<file path="config.mk">
export PLATFORM = sky130hd
export DESIGN_NAME = calendar_time_shift_converter_unit
export DESIGN_NICKNAME = d
export VERILOG_FILES = /design/src/cts_pkg.sv /design/src/calendar_time_shift_converter_unit.sv /design/src/cts_ctrl.sv /design/src/cts_dp.sv
export SDC_FILE = /design/constraint.sdc
export NUM_CORES = 2
export LEC_CHECK = 0
export ABC_AREA = 1
export BUFFER_PORTS_ARGS = -buffer_cell sky130_fd_sc_hd__buf_2
export CAP_MARGIN = 0
export CORE_MARGIN = 2
export CORE_UTILIZATION = 65
export CTS_CLUSTER_SIZE = 40
export DETAILED_ROUTE_END_ITERATION = 7
export GPL_TIMING_DRIVEN = 1
export HOLD_SLACK_MARGIN = 0.15
export PLACE_DENSITY = 0.83
export SKIP_LAST_GASP = 1
export SLEW_MARGIN = 5
export SYNTH_ARGS = -nofsm -noshare
export SYNTH_HDL_FRONTEND = slang
export SYNTH_SLANG_ARGS = --single-unit
</file>
<file path="constraint.sdc">
create_clock -name clk -period 8.1 [get_ports clk]
set_clock_uncertainty 0.2 [all_clocks]
set_input_delay 1.215 -clock clk [delete_from_list [all_inputs] [get_ports clk]]
set_output_delay 1.215 -clock clk [all_outputs]
set_load 0.01 [all_outputs]
</file>
<file path="src/cts_pkg.sv">
// Shared constants, command and status types, and the month length table.
package cts_pkg;

  localparam logic [11:0] EpochYear    = 12'd1970;
  localparam logic [6:0]  EpochMod100  = 7'd70;   // 1970 mod 100
  localparam logic [8:0]  EpochMod400  = 9'd370;  // 1970 mod 400
  localparam logic [31:0] DaySec       = 32'd86400;
  localparam logic [31:0] HourSec      = 32'd3600;
  localparam logic [31:0] MinSec       = 32'd60;
  localparam logic [31:0] OffsetReset  = 32'd32400;
  localparam logic [31:0] LongYearDays = 32'd366;
  localparam logic [31:0] YearDays     = 32'd365;

  // Reciprocals for dividing by 60 and by 24
  localparam logic [31:0] Rcp60 = 32'h8888_8889;   // shift 37, exact for any 32-bit value
  localparam logic [31:0] Rcp24 = 32'd178956971;   // shift 32, exact below 2^29
  localparam logic [31:0] Div60 = 32'd60;
  localparam logic [31:0] Div24 = 32'd24;

  // Year divided by 25: (year * Rcp25) >> 16, exact for 12-bit years
  localparam logic [11:0] Rcp25 = 12'd2622;
  localparam logic [7:0]  Div25 = 8'd25;

  // Digit selects for the time-of-day breakdown
  localparam logic [1:0] DigitSec  = 2'd0;
  localparam logic [1:0] DigitMin  = 2'd1;
  localparam logic [1:0] DigitHour = 2'd2;

  typedef struct packed {
    logic       load;
    logic       yin_step;
    logic       min_step;
    logic       day_add;
    logic       mul;
    logic       shift;
    logic       divq;
    logic       divr;
    logic       yout_step;
    logic       mout_step;
    logic       publish;
    logic [1:0] digit;
  } cmd_t;

  typedef struct packed {
    logic yin_more;
    logic min_more;
    logic yout_more;
    logic mout_hit;
    logic slot_free;
  } sts_t;

  function automatic logic [4:0] days_in_month(input logic [3:0] mon, input logic leap);
    logic [4:0] d;
    case (mon) inside
      4'd4, 4'd6, 4'd9, 4'd11: d = 5'd30;
      4'd2:                    d = leap ? 5'd29 : 5'd28;
      default:                 d = 5'd31;
    endcase
    return d;
  endfunction

endpackage

</file>
<file path="src/calendar_time_shift_converter_unit.sv">
// Top level of the calendar time shift converter.
//
// Usage:
//   Input channel (in_valid / in_stall): one item is a UTC calendar time
//   (year, month, day, hour, minute, second). It is taken at an edge where
//   in_valid is high and in_stall is low. in_stall stays high from the edge
//   after an item is taken until its result sits in the output register.
//   Output channel (out_valid / out_stall): one result per item, holding the
//   unshifted seconds since 1970 and the calendar time of that count plus
//   the signed offset register, modulo 2^32.
//   Configuration: cfg_we writes cfg_wdata into the offset register at the
//   edge; write only while no item is in flight.
// Steps: a year walk up to in_year adds one year length per step and a
//   month walk adds one month length per step; the day and the time of
//   day are added and the offset is applied; the three divides by 60, 60
//   and 24, each a quotient step and then a remainder step, share one
//   reciprocal multiplier; a year walk and a month walk then take the
//   shifted days apart, subtracting one year or month length per step.
//   The input opens at the edge that loads the result, so no new item is
//   taken before its predecessor's result is in the output register.
// Reset: rst is synchronous; it clears the sequencer and the output valid and
//   loads the offset with UTC plus 9 hours (32400 s).
// Stall: a result held by out_stall stays in the output register; the next
//   item is still taken and worked through, then waits at the final step until
//   the output register frees.
module calendar_time_shift_converter_unit (
  input  logic               clk,
  input  logic               rst,
  input  logic               cfg_we,
  input  logic signed [31:0] cfg_wdata,
  input  logic               in_valid,
  output logic               in_stall,
  input  logic [11:0]        in_year,
  input  logic [3:0]         in_month,
  input  logic [4:0]         in_day,
  input  logic [4:0]         in_hour,
  input  logic [5:0]         in_minute,
  input  logic [5:0]         in_second,
  output logic               out_valid,
  input  logic               out_stall,
  output logic [31:0]        epoch_seconds,
  output logic [11:0]        out_year,
  output logic [3:0]         out_month,
  output logic [4:0]         out_day,
  output logic [4:0]         out_hour,
  output logic [5:0]         out_minute,
  output logic [5:0]         out_second
);

  cts_pkg::cmd_t cmd;
  cts_pkg::sts_t sts;

  // Sequencer: walks one item through the steps
  cts_ctrl u_ctrl (
    .clk      (clk),
    .rst      (rst),
    .in_valid (in_valid),
    .in_stall (in_stall),
    .sts      (sts),
    .cmd      (cmd)
  );

  // Datapath: holds the item, the offset and the output register
  cts_dp u_dp (
    .clk           (clk),
    .rst           (rst),
    .cmd           (cmd),
    .sts           (sts),
    .cfg_we        (cfg_we),
    .cfg_wdata     (cfg_wdata),
    .in_year       (in_year),
    .in_month      (in_month),
    .in_day        (in_day),
    .in_hour       (in_hour),
    .in_minute     (in_minute),
    .in_second     (in_second),
    .out_stall     (out_stall),
    .out_valid     (out_valid),
    .epoch_seconds (epoch_seconds),
    .out_year      (out_year),
    .out_month     (out_month),
    .out_day       (out_day),
    .out_hour      (out_hour),
    .out_minute    (out_minute),
    .out_second    (out_second)
  );

  // A taken item blocks the input on the next cycle
  a_busy_after_accept: assert property (@(posedge clk) disable iff (rst)
    (in_valid && !in_stall) |=> in_stall)
    else $error("input not blocked after an item was taken");

  // A fresh result comes with the input open again
  a_open_on_result: assert property (@(posedge clk) disable iff (rst)
    $rose(out_valid) |-> !in_stall)
    else $error("result published while the sequencer is still busy");

  // Every published month and time of day is in range, and the day is not zero
  a_result_range: assert property (@(posedge clk) disable iff (rst)
    out_valid |-> (out_month >= 4'd1) && (out_month <= 4'd12) && (out_day >= 5'd1) &&
                  (out_hour < 5'd24) && (out_minute < 6'd60) && (out_second < 6'd60))
    else $error("published calendar field out of range");

endmodule

</file>
<file path="src/cts_ctrl.sv">
// Sequencer that steps one item through the calendar walks and the time-of-day breakdown.
module cts_ctrl (
  input  logic          clk,
  input  logic          rst,
  input  logic          in_valid,
  output logic          in_stall,
  input  cts_pkg::sts_t sts,
  output cts_pkg::cmd_t cmd
);

  typedef enum logic [10:0] {
    ST_IDLE     = 11'b000_0000_0001,
    ST_YEAR_IN  = 11'b000_0000_0010,
    ST_MON_IN   = 11'b000_0000_0100,
    ST_DAY_IN   = 11'b000_0000_1000,
    ST_MUL      = 11'b000_0001_0000,
    ST_SHIFT    = 11'b000_0010_0000,
    ST_DIV_Q    = 11'b000_0100_0000,
    ST_DIV_R    = 11'b000_1000_0000,
    ST_YEAR_OUT = 11'b001_0000_0000,
    ST_MON_OUT  = 11'b010_0000_0000,
    ST_FINISH   = 11'b100_0000_0000
  } state_t;

  state_t     state, state_next;
  logic [1:0] digit, digit_next;

  assign in_stall = (state != ST_IDLE);

  always_ff @(posedge clk) begin
    if (rst) begin
      state <= ST_IDLE;
      digit <= cts_pkg::DigitSec;
    end else begin
      state <= state_next;
      digit <= digit_next;
    end
  end

  always_comb begin
    state_next = state;
    digit_next = digit;
    cmd        = '0;
    cmd.digit  = digit;
    unique case (state)
      ST_IDLE: begin
        if (in_valid) begin
          cmd.load   = 1'b1;
          state_next = ST_YEAR_IN;
        end
      end
      ST_YEAR_IN: begin
        if (sts.yin_more) begin
          cmd.yin_step = 1'b1;
        end else begin
          state_next = ST_MON_IN;
        end
      end
      ST_MON_IN: begin
        if (sts.min_more) begin
          cmd.min_step = 1'b1;
        end else begin
          state_next = ST_DAY_IN;
        end
      end
      ST_DAY_IN: begin
        cmd.day_add = 1'b1;
        state_next  = ST_MUL;
      end
      ST_MUL: begin
        cmd.mul    = 1'b1;
        state_next = ST_SHIFT;
      end
      ST_SHIFT: begin
        cmd.shift  = 1'b1;
        digit_next = cts_pkg::DigitSec;
        state_next = ST_DIV_Q;
      end
      ST_DIV_Q: begin
        cmd.divq   = 1'b1;
        state_next = ST_DIV_R;
      end
      ST_DIV_R: begin
        cmd.divr = 1'b1;
        if (digit == cts_pkg::DigitHour) begin
          state_next = ST_YEAR_OUT;
        end else begin
          digit_next = digit + 2'd1;
          state_next = ST_DIV_Q;
        end
      end
      ST_YEAR_OUT: begin
        if (sts.yout_more) begin
          cmd.yout_step = 1'b1;
        end else begin
          state_next = ST_MON_OUT;
        end
      end
      ST_MON_OUT: begin
        cmd.mout_step = 1'b1;
        if (sts.mout_hit) begin
          state_next = ST_FINISH;
        end
      end
      ST_FINISH: begin
        if (sts.slot_free) begin
          cmd.publish = 1'b1;
          state_next  = ST_IDLE;
        end
      end
      default: begin
        state_next = ST_IDLE;
      end
    endcase
  end

endmodule

</file>
<file path="src/cts_dp.sv">
// Datapath: day accumulator, year counters, constant divider, offset register and result stage.
module cts_dp (
  input  logic                clk,
  input  logic                rst,
  input  cts_pkg::cmd_t       cmd,
  output cts_pkg::sts_t       sts,
  input  logic                cfg_we,
  input  logic signed [31:0]  cfg_wdata,
  input  logic [11:0]         in_year,
  input  logic [3:0]          in_month,
  input  logic [4:0]          in_day,
  input  logic [4:0]          in_hour,
  input  logic [5:0]          in_minute,
  input  logic [5:0]          in_second,
  input  logic                out_stall,
  output logic                out_valid,
  output logic [31:0]         epoch_seconds,
  output logic [11:0]         out_year,
  output logic [3:0]          out_month,
  output logic [4:0]          out_day,
  output logic [4:0]          out_hour,
  output logic [5:0]          out_minute,
  output logic [5:0]          out_second
);

  // Held input item
  logic [11:0] yr_q;
  logic [3:0]  mo_q;
  logic [4:0]  dy_q;
  logic [4:0]  hr_q;
  logic [5:0]  mi_q;
  logic [5:0]  se_q;
  logic [7:0]  q25;

  // Walk state
  logic [31:0] days;
  logic [11:0] year_cnt;
  logic [6:0]  mod100;
  logic [8:0]  mod400;
  logic [3:0]  mon;

  // Arithmetic
  logic [31:0] epoch;
  logic [31:0] xval;
  logic [31:0] quo;

  // Working result
  logic [5:0]  res_sec;
  logic [5:0]  res_min;
  logic [4:0]  res_hour;
  logic [3:0]  res_mon;
  logic [4:0]  res_day;

  logic signed [31:0] offset;

  logic [23:0] q25_prod;
  logic [12:0] yr_back;
  logic        leap_in;
  logic        leap_cnt;
  logic [31:0] year_len;
  logic [4:0]  dim_in;
  logic [4:0]  dim_cnt;
  logic [31:0] hms;
  logic [31:0] mul_lo;
  logic [31:0] rcp;
  logic [31:0] dv;
  logic [63:0] prod;
  logic [31:0] quo_next;
  logic [31:0] rem_full;
  logic        day_fits;
  logic [11:0] year_adv;
  logic [6:0]  mod100_adv;
  logic [8:0]  mod400_adv;

  // Leap test of the held input year through a divide by 25
  assign q25_prod = in_year * cts_pkg::Rcp25;
  assign yr_back  = q25 * cts_pkg::Div25;
  assign leap_in  = (yr_q[1:0] == 2'd0) &&
                    ((yr_back != {1'b0, yr_q}) || (yr_q[3:0] == 4'd0));

  // Leap test of the running year from its residues
  assign leap_cnt = (year_cnt[1:0] == 2'd0) && ((mod100 != 7'd0) || (mod400 == 9'd0));
  assign year_len = leap_cnt ? cts_pkg::LongYearDays : cts_pkg::YearDays;

  assign dim_in  = cts_pkg::days_in_month(mon, leap_in);
  assign dim_cnt = cts_pkg::days_in_month(mon, leap_cnt);

  assign year_adv   = year_cnt + 12'd1;
  assign mod100_adv = (mod100 == 7'd99)  ? 7'd0 : mod100 + 7'd1;
  assign mod400_adv = (mod400 == 9'd399) ? 9'd0 : mod400 + 9'd1;

  assign hms    = {27'd0, hr_q} * cts_pkg::HourSec + {26'd0, mi_q} * cts_pkg::MinSec
                  + {26'd0, se_q};
  assign mul_lo = days * cts_pkg::DaySec;

  assign rcp      = (cmd.digit == cts_pkg::DigitHour) ? cts_pkg::Rcp24 : cts_pkg::Rcp60;
  assign dv       = (cmd.digit == cts_pkg::DigitHour) ? cts_pkg::Div24 : cts_pkg::Div60;
  assign prod     = {32'd0, xval} * {32'd0, rcp};
  assign quo_next = (cmd.digit == cts_pkg::DigitHour) ? prod[63:32] : {5'd0, prod[63:37]};
  assign rem_full = xval - quo * dv;

  assign day_fits = (days < {27'd0, dim_cnt});

  assign sts.yin_more  = (year_cnt < yr_q);
  assign sts.min_more  = (mon < mo_q) && (mon <= 4'd12);
  assign sts.yout_more = (days >= year_len);
  assign sts.mout_hit  = day_fits || (mon == 4'd12);
  assign sts.slot_free = !out_valid || !out_stall;

  always_ff @(posedge clk) begin
    if (cmd.load) begin
      yr_q     <= in_year;
      mo_q     <= in_month;
      dy_q     <= in_day;
      hr_q     <= in_hour;
      mi_q     <= in_minute;
      se_q     <= in_second;
      q25      <= q25_prod[23:16];
      days     <= '0;
      year_cnt <= cts_pkg::EpochYear;
      mod100   <= cts_pkg::EpochMod100;
      mod400   <= cts_pkg::EpochMod400;
      mon      <= 4'd1;
    end
    if (cmd.yin_step) begin
      days     <= days + year_len;
      year_cnt <= year_adv;
      mod100   <= mod100_adv;
      mod400   <= mod400_adv;
    end
    if (cmd.min_step) begin
      days <= days + {27'd0, dim_in};
      mon  <= mon + 4'd1;
    end
    if (cmd.day_add) begin
      days <= days + {27'd0, dy_q} - 32'd1;
    end
    if (cmd.mul) begin
      epoch <= mul_lo + hms;
    end
    if (cmd.shift) begin
      xval <= epoch + $unsigned(offset);
    end
    if (cmd.divq) begin
      quo <= quo_next;
    end
    if (cmd.divr) begin
      xval <= quo;
      case (cmd.digit)
        cts_pkg::DigitSec: res_sec  <= rem_full[5:0];
        cts_pkg::DigitMin: res_min  <= rem_full[5:0];
        default:           res_hour <= rem_full[4:0];
      endcase
      if (cmd.digit == cts_pkg::DigitHour) begin
        days     <= quo;
        year_cnt <= cts_pkg::EpochYear;
        mod100   <= cts_pkg::EpochMod100;
        mod400   <= cts_pkg::EpochMod400;
        mon      <= 4'd1;
      end
    end
    if (cmd.yout_step) begin
      days     <= days - year_len;
      year_cnt <= year_adv;
      mod100   <= mod100_adv;
      mod400   <= mod400_adv;
    end
    if (cmd.mout_step) begin
      if (sts.mout_hit) begin
        res_mon <= mon;
        res_day <= day_fits ? (days[4:0] + 5'd1) : 5'd31;
      end else begin
        days <= days - {27'd0, dim_cnt};
        mon  <= mon + 4'd1;
      end
    end
    if (cmd.publish) begin
      epoch_seconds <= epoch;
      out_year      <= year_cnt;
      out_month     <= res_mon;
      out_day       <= res_day;
      out_hour      <= res_hour;
      out_minute    <= res_min;
      out_second    <= res_sec;
    end
  end

  always_ff @(posedge clk) begin
    if (rst) begin
      out_valid <= 1'b0;
      offset    <= $signed(cts_pkg::OffsetReset);
    end else begin
      if (cmd.publish) begin
        out_valid <= 1'b1;
      end else if (!out_stall) begin
        out_valid <= 1'b0;
      end
      if (cfg_we) begin
        offset <= cfg_wdata;
      end
    end
  end

endmodule

</file>
Yosys cells after proc, flatten, opt, wreduce, memory -nomap -nowiden
Cells that the tools add are included.
{"block": "word_totals", "ff_bits": 348, "input_bits": 75, "output_inout_bits": 72, "word_cells": 190}
{"block": "op_classes", "n_addsub": 17, "n_mul": 7, "n_lt_le_gt_ge": 5, "n_eq_ne": 31, "n_mux": 72, "bitwise_logic": 1, "reduce_logical": 25}
{"operator": "32-bit 2-to-1 mux", "count": 12}
{"operator": "11-bit case mux with 11 select lines", "count": 1}
{"operator": "32-bit adder", "count": 3}
{"operator": "11-bit 2-to-1 mux", "count": 6}
{"operator": "32-bit by 5-bit adder with 32-bit output", "count": 2}
{"operator": "32-bit by 32-bit multiplier with 64-bit output", "count": 1}
{"operator": "9-bit 2-to-1 mux", "count": 7}
{"operator": "12-bit 2-to-1 mux", "count": 5}
{"operator": "7-bit 2-to-1 mux", "count": 6}
{"operator": "32-bit by 6-bit adder with 32-bit output", "count": 1}
{"operator": "32-bit >= comparator", "count": 1}
{"operator": "32-bit by 5-bit less-than comparator with 1-bit output", "count": 1}
{"operator": "32-bit by 10-bit multiplier with 25-bit output (second input constant)", "count": 1}
{"operator": "32-bit by 32-bit multiplier with 6-bit output", "count": 1}
{"operator": "32-bit by 1-bit subtractor with 32-bit output (second input constant)", "count": 1}
{"operator": "32-bit subtractor", "count": 1}
{"operator": "32-bit by 5-bit subtractor with 32-bit output", "count": 1}
{"operator": "27-bit 2-to-1 mux", "count": 1}
{"operator": "4-bit 2-to-1 mux", "count": 6}
{"operator": "12-bit by 11-bit multiplier with 23-bit output (second input constant)", "count": 1}
{"operator": "1-bit 2-to-1 mux", "count": 20}
{"operator": "5-bit 2-to-1 mux", "count": 4}
{"operator": "17-bit by 12-bit adder with 18-bit output", "count": 1}
{"operator": "2-bit inequality test (second input constant)", "count": 7}
{"operator": "50 further kinds", "count": 67}

Depth between registers and ports, before layout
{"block": "logic_depth", "depth_word": 15, "mapped_depth": 36, "depth_no_buf": 35}

Hierarchy
A second synthesis with hierarchy kept.
{"block": "unflattened", "cells_unflattened": 6375, "hier_area_um2": 50753.7}
{"module": "cts_dp", "n_inst": 1, "cells_each": 6227, "area_each_um2": 49861.6, "seq_area_each_um2": 9088.7}
{"module": "cts_ctrl", "n_inst": 1, "cells_each": 148, "area_each_um2": 892.1, "seq_area_each_um2": 260.2}

Worst setup path before layout
OpenSTA, ideal clock, no wires.
{"block": "synth_timing", "path_type": "reg-to-reg", "startpoint": "register u_ctrl.digit[0]", "endpoint": "register u_dp.quo[10], data pin", "setup_ns": 0.254, "arrival_time_ns": 6.655, "required_ns": 7.646, "slack_ns": 0.991, "stages_incl_launch_ff": 33, "path_buffers": 2, "period_less_slack_ns": 7.109, "cell_sequence": "dfxtp_1 > inv_1 > ha_1 > clkbuf_1 > clkbuf_1 > nand2_1 > inv_1 > ha_1 > inv_1 > fa_1 > fa_1 > fa_1 > inv_1 > fa_1 > inv_1 > fa_1 > inv_1 > fa_1 > inv_1 > fa_1 > inv_1 > ha_1 > nand2_1 > inv_1 > a21oi_1 > inv_1 > a21oi_1 > o21ai_0 > a21oi_1 > nand2_1 > or2_2 > nand3_1 > nand2_1"}
{"block": "synth_between", "elab_chain_cells": 4}
{"item": "from (decl)", "line_no": "cts_ctrl.sv:26", "source": "logic [1:0] digit, digit_next;"}
{"item": "from (signal assigned)", "line_no": "cts_ctrl.sv:33", "source": "digit <= cts_pkg::DigitSec;"}
{"item": "from (signal assigned)", "line_no": "cts_ctrl.sv:36", "source": "digit <= digit_next;"}
{"item": "2-bit equality test *", "line_no": "cts_dp.sv:96, cts_dp.sv:99"}
{"item": "32-bit 2-to-1 mux", "line_no": "cts_dp.sv:96", "source": "assign rcp = (cmd.digit == cts_pkg::DigitHour) ? cts_pkg::Rcp24 : cts_pkg::Rcp60;"}
{"item": "32-bit by 32-bit multiplier with 64-bit output", "line_no": "cts_dp.sv:98", "source": "assign prod = {32'd0, xval} * {32'd0, rcp};"}
{"item": "27-bit 2-to-1 mux *", "line_no": "cts_dp.sv:99", "source": "assign quo_next = (cmd.digit == cts_pkg::DigitHour) ? prod[63:32] : {5'd0, prod[63:37]};"}
{"item": "named net u_dp.quo_next[10]", "line_no": "cts_dp.sv:68", "source": "logic [31:0] quo_next;"}
{"item": "to (signal assigned)", "line_no": "cts_dp.sv:145", "source": "quo <= quo_next;"}
{"item": "to (decl)", "line_no": "cts_dp.sv:45", "source": "logic [31:0] quo;"}
The timed path passes the listed nets; every way through them passes the cells marked *.
A chain may end at the register's enable or synchronous reset.

Worst setup path after layout
{"block": "layout_timing", "startpoint": "register u_ctrl.digit[0]", "endpoint": "register u_dp.quo[30], data pin"}
{"block": "layout_between", "elab_chain_cells": 3}
{"item": "2-bit equality test *", "line_no": "cts_dp.sv:96, cts_dp.sv:99"}
{"item": "32-bit 2-to-1 mux", "line_no": "cts_dp.sv:96"}
{"item": "32-bit by 32-bit multiplier with 64-bit output", "line_no": "cts_dp.sv:98"}
Mark *: on every way between the ends. The rest lies on a longest branch, timed or not.

==> impl_metrics.xml <==
<?xml version="1.0" encoding="UTF-8"?>
<metrics>
  <group name="outcome">
    <metric name="run_status" unit="">finished, violations left</metric>
    <metric name="violations" unit="">DRC</metric>
  </group>
  <group name="yosys">
    <metric name="synth_edf_count" unit="">238</metric>
    <metric name="synth_seq_area_share" unit="%">18.3</metric>
    <metric name="synthDominantCellAreaShare" unit="%">20.2</metric>
    <metric name="synth.ff_latch_count" unit="">348</metric>
    <metric name="asyncSetResetFlopFracSynth" unit="%">0</metric>
    <metric name="synthXorXnorAreaFrac" unit="%">3.02</metric>
    <metric name="dominantRegCellSynth" unit="">sky130_fd_sc_hd__edfxtp_1</metric>
    <metric name="yosys.area_share.simple" unit="%">19.2</metric>
    <metric name="synthDistinctLibCells" unit="">65</metric>
    <metric name="netlist_instances" unit="">6432</metric>
    <metric name="netlist_top_cells_area" unit="">sky130_fd_sc_hd__ha_1, sky130_fd_sc_hd__fa_1, sky130_fd_sc_hd__edfxtp_1</metric>
    <metric name="mappedNetlistNets" unit="">7830</metric>
    <metric name="syn_avg_cell_area" unit="µm²">7.94</metric>
    <metric name="synth_area" unit="mm²">0.0511</metric>
    <metric name="adder_and_majority_cell_fraction_of_the_synthesized_area" unit="%">39.8</metric>
    <metric name="synthesis.yosys.warnings" unit="">0</metric>
    <metric name="synth-compound-area-share" unit="%">8.10</metric>
    <metric name="yosys-mux-area-fraction" unit="%">0</metric>
    <metric name="dominant_combinational_cell_family_by_area_after_synthesis" unit="">adder cells</metric>
    <metric name="synth_largest_area_cell" unit="">sky130_fd_sc_hd__ha_1</metric>
  </group>
  <group name="hold_path">
    <metric name="hold-path-cell-count" unit="">0</metric>
    <metric name="worstHoldPathType" unit="">flip-flop to flip-flop</metric>
    <metric name="worst_hold_startpoint" unit="">u_dp.res_hour[3]</metric>
    <metric name="worstHoldEndpoint" unit="">u_dp.out_hour[3]</metric>
  </group>
  <group name="floorplanning">
    <metric name="placementRows" unit="">102</metric>
    <metric name="ioPinCount" unit="">147</metric>
    <metric name="floorplan.initialDensity" unit="%">65.8</metric>
    <metric name="floorplan.die.width" unit="µm">284</metric>
    <metric name="core_area" unit="mm²">0.0776</metric>
    <metric name="total_die_area" unit="mm²">0.0809</metric>
    <metric name="dieHeight" unit="µm">284</metric>
  </group>
  <group name="route">
    <metric name="drt_pass1_iterations" unit="">8</metric>
    <metric name="vias" unit="">45700</metric>
    <metric name="route.detailed.wl_per_inst" unit="µm">23.3</metric>
    <metric name="drt-vias-per-instance" unit="">5.95</metric>
    <metric name="drt_first_iter_violations" unit="">5191</metric>
    <metric name="detail_route.wirelength" unit="µm">179000</metric>
    <metric name="post-route-drc-count" unit="">2</metric>
    <metric name="final_antenna_net_count" unit="">0</metric>
  </group>
  <group name="timing">
    <metric name="hold_vio_cnt_final" unit="">0</metric>
    <metric name="finalCritPeriodShare" unit="%">96.5</metric>
    <metric name="finalSetupViolations" unit="">0</metric>
    <metric name="slew_viol_final" unit="">0</metric>
    <metric name="final_hold_slack" unit="ns">0.217</metric>
    <metric name="min_period" unit="ns">7.82</metric>
    <metric name="fin_setup_tns" unit="ns">0</metric>
    <metric name="max_slew_margin" unit="%">16.4</metric>
    <metric name="slew_at_the_pin_closest_to_its_max_slew_limit" unit="ns">1.24</metric>
    <metric name="max_freq" unit="GHz">0.128</metric>
    <metric name="grt_setup_unrepaired" unit="">false</metric>
    <metric name="timing.final.ws_setup" unit="ns">0.281</metric>
  </group>
  <group name="placement">
    <metric name="dp.cells" unit="">7602</metric>
    <metric name="port_buffers" unit="">146</metric>
    <metric name="dp_worst_setup_slack" unit="ns">0.324</metric>
    <metric name="gpl.final_weighted_congestion" unit="">1.10</metric>
    <metric name="place.detailed.hpwl" unit="µm">148000</metric>
  </group>
  <group name="grt">
    <metric name="first_pass_grt_wire_length" unit="µm">272000</metric>
    <metric name="antenna_found_initial" unit="">6</metric>
    <metric name="first_global_vias" unit="">45800</metric>
    <metric name="grt_remaining_overflow" unit="">0</metric>
    <metric name="grtUsageTotal" unit="%">44.4</metric>
    <metric name="maximum_number_of_pins_on_one_net_before_global_route_repair" unit="">54</metric>
  </group>
  <group name="pwr">
    <metric name="cellLeakagePower" unit="nW">28.8</metric>
    <metric name="total_power" unit="W">0.0185</metric>
    <metric name="ir_worst_vdd" unit="mV">0.983</metric>
    <metric name="power_per_cell_area" unit="mW/mm²">338</metric>
  </group>
  <group name="setup_path">
    <metric name="crit_path_top_delay_cell" unit="">sky130_fd_sc_hd__fa_1</metric>
    <metric name="timing.critical_path.arrival" unit="ns">7.92</metric>
    <metric name="regToRegSetupSlack" unit="ns">0.28</metric>
    <metric name="worstSetupPathType" unit="">flip-flop to flip-flop</metric>
    <metric name="crit_path_end_kind" unit="">flip-flop</metric>
    <metric name="critical_path.reg2reg.endpoint" unit="">u_dp.quo[30]</metric>
    <metric name="timing.critical_path.buf_inv" unit="">9</metric>
    <metric name="reg2reg_from" unit="">u_ctrl.digit[0]</metric>
    <metric name="path_common_cell" unit="">sky130_fd_sc_hd__inv_1</metric>
    <metric name="crit_required" unit="ns">8.20</metric>
    <metric name="worst_path_fanout_max" unit="">17</metric>
    <metric name="worst_path_largest_cell_delay" unit="ns">0.57</metric>
    <metric name="gate_family_responsible_for_the_most_delay_along_the_worst_path" unit="">adder cells</metric>
    <metric name="setup.worst_path.start_class" unit="">flip-flop</metric>
    <metric name="worst-r2r-cell-count" unit="">28</metric>
  </group>
  <group name="clocking">
    <metric name="cts.sink_count" unit="">348</metric>
    <metric name="cts_made_buffers" unit="">43</metric>
    <metric name="clock_root_buffer" unit="">sky130_fd_sc_hd__clkbuf_16</metric>
    <metric name="clk_pin_slew" unit="ns">0.07</metric>
    <metric name="worstSkewPairLatency" unit="ns">0.60</metric>
    <metric name="cts-resized-gates" unit="">0</metric>
    <metric name="htree_num_levels" unit="">2</metric>
    <metric name="cts_max_path_buffers" unit="">3</metric>
    <metric name="tritoncts" unit="">built</metric>
  </group>
  <group name="job">
    <metric name="cap_viol_max_count" unit="">0</metric>
  </group>
  <group name="finish">
    <metric name="fraction_of_layout_instances_using_a_drive_strength_above_1" unit="%">5.82</metric>
    <metric name="n_fill_cell" unit="">6224</metric>
    <metric name="num-nets-final" unit="">8009</metric>
    <metric name="layout.cells.non_filler" unit="">7688</metric>
    <metric name="area_growth_syn_to_layout" unit="%">7.06</metric>
  </group>
</metrics>
==> cells by family (layout without fill, tap and decap cells) <==
| logic type | Yosys count | count (layout) |
|---|---|---|
| simple gates | 2269 | 2269 |
| buf+inv | 1556 | 1768 |
| fa+ha+maj | 1323 | 1323 |
| compound gates | 760 | 760 |
| flops | 348 | 348 |
| xor+xnor | 176 | 176 |
| other cells | 0 | 4 |
==> cells in the mapped netlist, types with 6 or more instances <==
cell type,n
sky130_fd_sc_hd__buf_6,7
sky130_fd_sc_hd__o21ai_0,269
sky130_fd_sc_hd__nand2_2,14
sky130_fd_sc_hd__nor4_1,20
sky130_fd_sc_hd__o31ai_1,7
sky130_fd_sc_hd__buf_1,8
sky130_fd_sc_hd__or2_2,28
sky130_fd_sc_hd__buf_2,19
sky130_fd_sc_hd__o21bai_1,22
sky130_fd_sc_hd__a31oi_1,21
sky130_fd_sc_hd__fa_1,500
sky130_fd_sc_hd__nand3_1,378
sky130_fd_sc_hd__nor2_2,8
sky130_fd_sc_hd__nor2_1,500
sky130_fd_sc_hd__nor3_1,73
sky130_fd_sc_hd__edfxtp_1,238
sky130_fd_sc_hd__dfxtp_1,110
sky130_fd_sc_hd__nand2_4,8
sky130_fd_sc_hd__xnor2_1,46
sky130_fd_sc_hd__inv_2,14
sky130_fd_sc_hd__clkbuf_1,37
sky130_fd_sc_hd__o211ai_1,10
sky130_fd_sc_hd__inv_1,1456
sky130_fd_sc_hd__nand2_1,1122
sky130_fd_sc_hd__o21a_1,14
sky130_fd_sc_hd__nand4_1,66
sky130_fd_sc_hd__nor2_4,6
sky130_fd_sc_hd__xor2_1,130
sky130_fd_sc_hd__a21boi_0,14
sky130_fd_sc_hd__a21o_1,25
sky130_fd_sc_hd__nand3b_1,20
sky130_fd_sc_hd__ha_1,823
sky130_fd_sc_hd__buf_4,7
sky130_fd_sc_hd__a21oi_1,339
sky130_fd_sc_hd__o21ai_1,18
==> repair_timing <==
action                     in CTS  in global routing
hold endpoints to repair        0                  0
setup endpoints to repair       0                 20
hold buffers                    0                  0
buffers inserted                0                  4
==> worst max-delay path by stage <==
stage | start | end | slack, ns | cells past startpoint
after floorplan | u_ctrl.digit[0] | u_dp.quo[10] | 0.99 | 32
after global routing | u_ctrl.digit[0] | u_dp.quo[1] | 0.05 | 29
after detailed placement | u_ctrl.digit[0] | u_dp.quo[1] | 0.32 | 30
after global placement | u_ctrl.digit[0] | u_dp.quo[25] | 0.44 | 27
final | u_ctrl.digit[0] | u_dp.quo[30] | 0.28 | 28
after CTS | u_ctrl.digit[0] | u_dp.quo[1] | 0.25 | 30
==> per-layer routing <==
metal	GRT usage (%)	wire (µm)	share of wire (%)
met5	0.774	155	0.087
met2	68.1	76800	43
met3	12.0	22900	13
met1	59.8	70200	39
met4	18.0	8790	4.9
==> cell usage in the layout (no fill, tap or decap), types with 5 or more instances in the layout <==
master                      synthesis  routed
sky130_fd_sc_hd__xnor2_1           46      46
sky130_fd_sc_hd__a21o_1            25      25
sky130_fd_sc_hd__ha_1             823     822
sky130_fd_sc_hd__or2_2             28      28
sky130_fd_sc_hd__nand4_1           66      66
sky130_fd_sc_hd__nor3_2             5       5
sky130_fd_sc_hd__dfxtp_1          110     110
sky130_fd_sc_hd__nor3_1            73      73
sky130_fd_sc_hd__clkinv_4           1       6
sky130_fd_sc_hd__xor2_1           130     130
sky130_fd_sc_hd__nand3_1          378     378
sky130_fd_sc_hd__buf_4              7      64
sky130_fd_sc_hd__o21bai_1          22      22
sky130_fd_sc_hd__o31ai_1            7       7
sky130_fd_sc_hd__clkbuf_1          37       6
sky130_fd_sc_hd__nor4_1            20      20
sky130_fd_sc_hd__nand2_2           14      14
sky130_fd_sc_hd__a31oi_1           21      21
sky130_fd_sc_hd__nand3b_1          20      20
sky130_fd_sc_hd__nor2_2             8       8
sky130_fd_sc_hd__nor2_1           500     500
sky130_fd_sc_hd__inv_1           1456    1456
sky130_fd_sc_hd__nor2_4             6       6
sky130_fd_sc_hd__clkbuf_16          0      45
sky130_fd_sc_hd__o21ai_1           18      18
sky130_fd_sc_hd__a211oi_1           5       5
sky130_fd_sc_hd__inv_6              0       6
sky130_fd_sc_hd__edfxtp_1         238     238
sky130_fd_sc_hd__a21oi_1          339     338
sky130_fd_sc_hd__nand2_4            8       8
sky130_fd_sc_hd__o211ai_1          10      10
sky130_fd_sc_hd__nand2_1         1122    1122
sky130_fd_sc_hd__buf_2             19     146
sky130_fd_sc_hd__clkinv_1           5       8
sky130_fd_sc_hd__a21boi_0          14      14
sky130_fd_sc_hd__inv_2             14      14
sky130_fd_sc_hd__o21ai_0          269     269
sky130_fd_sc_hd__fa_1             500     500
sky130_fd_sc_hd__o21a_1            14      14
==> flip-flops by register name (all words and copies together) (netlist names), 9 cells and up <==
| register | cells |
|---|---|
| u_dp.mod400 | 9 |
| u_dp.offset | 32 |
| u_dp.epoch | 32 |
| u_dp.epoch_seconds | 32 |
| u_dp.xval | 32 |
| u_dp.year_cnt | 12 |
| u_dp.out_year | 12 |
| u_dp.days | 32 |
| u_ctrl.state | 11 |
| u_dp.yr_q | 12 |
| u_dp.quo | 32 |
==> per-stage QoR <==
stage	utilization (%)	instance area [µm²]
floorplan	-	51100
global placement	68.6	53200
detailed placement	68.6	53200
CTS	70.4	54600
global route	70.5	54700
finish	70.5	54700
==> layout make-up <==
class / count / area (µm²) / share of cell area, %
Clock inverter: 23 / 213 / 0.389
Inverter: 1478 / 5560 / 10.2
Sequential cell: 348 / 9350 / 17.1
Timing Repair Buffer: 212 / 1250 / 2.29
Tap cell: 1040 / 1300 / 2.38
Antenna cell: 4 / 10.0 / 0.0183
Clock buffer: 55 / 1200 / 2.20
Multi-Input combinational cell: 4528 / 35800 / 65.5
==> where the power goes <==
group	total [W]	switching (W)	internal, W
Combinational	0.0137	0.00908	0.00466
Sequential	0.00277	0.000285	0.00248
Clock	0.00199	0.000884	0.00111
Total	0.0185	0.0102	0.00825
==> worst register-to-register path: cells and delay by family, from the launching register on <==
kind / cells / cell delay (ns)
fa+ha+maj: 10 / 4.41
buf+inv: 9 / 0.95
simple gates: 4 / 0.34
compound gates: 5 / 1.30
flops: 1 / 0.34
(Power assumes the default switching activity.)
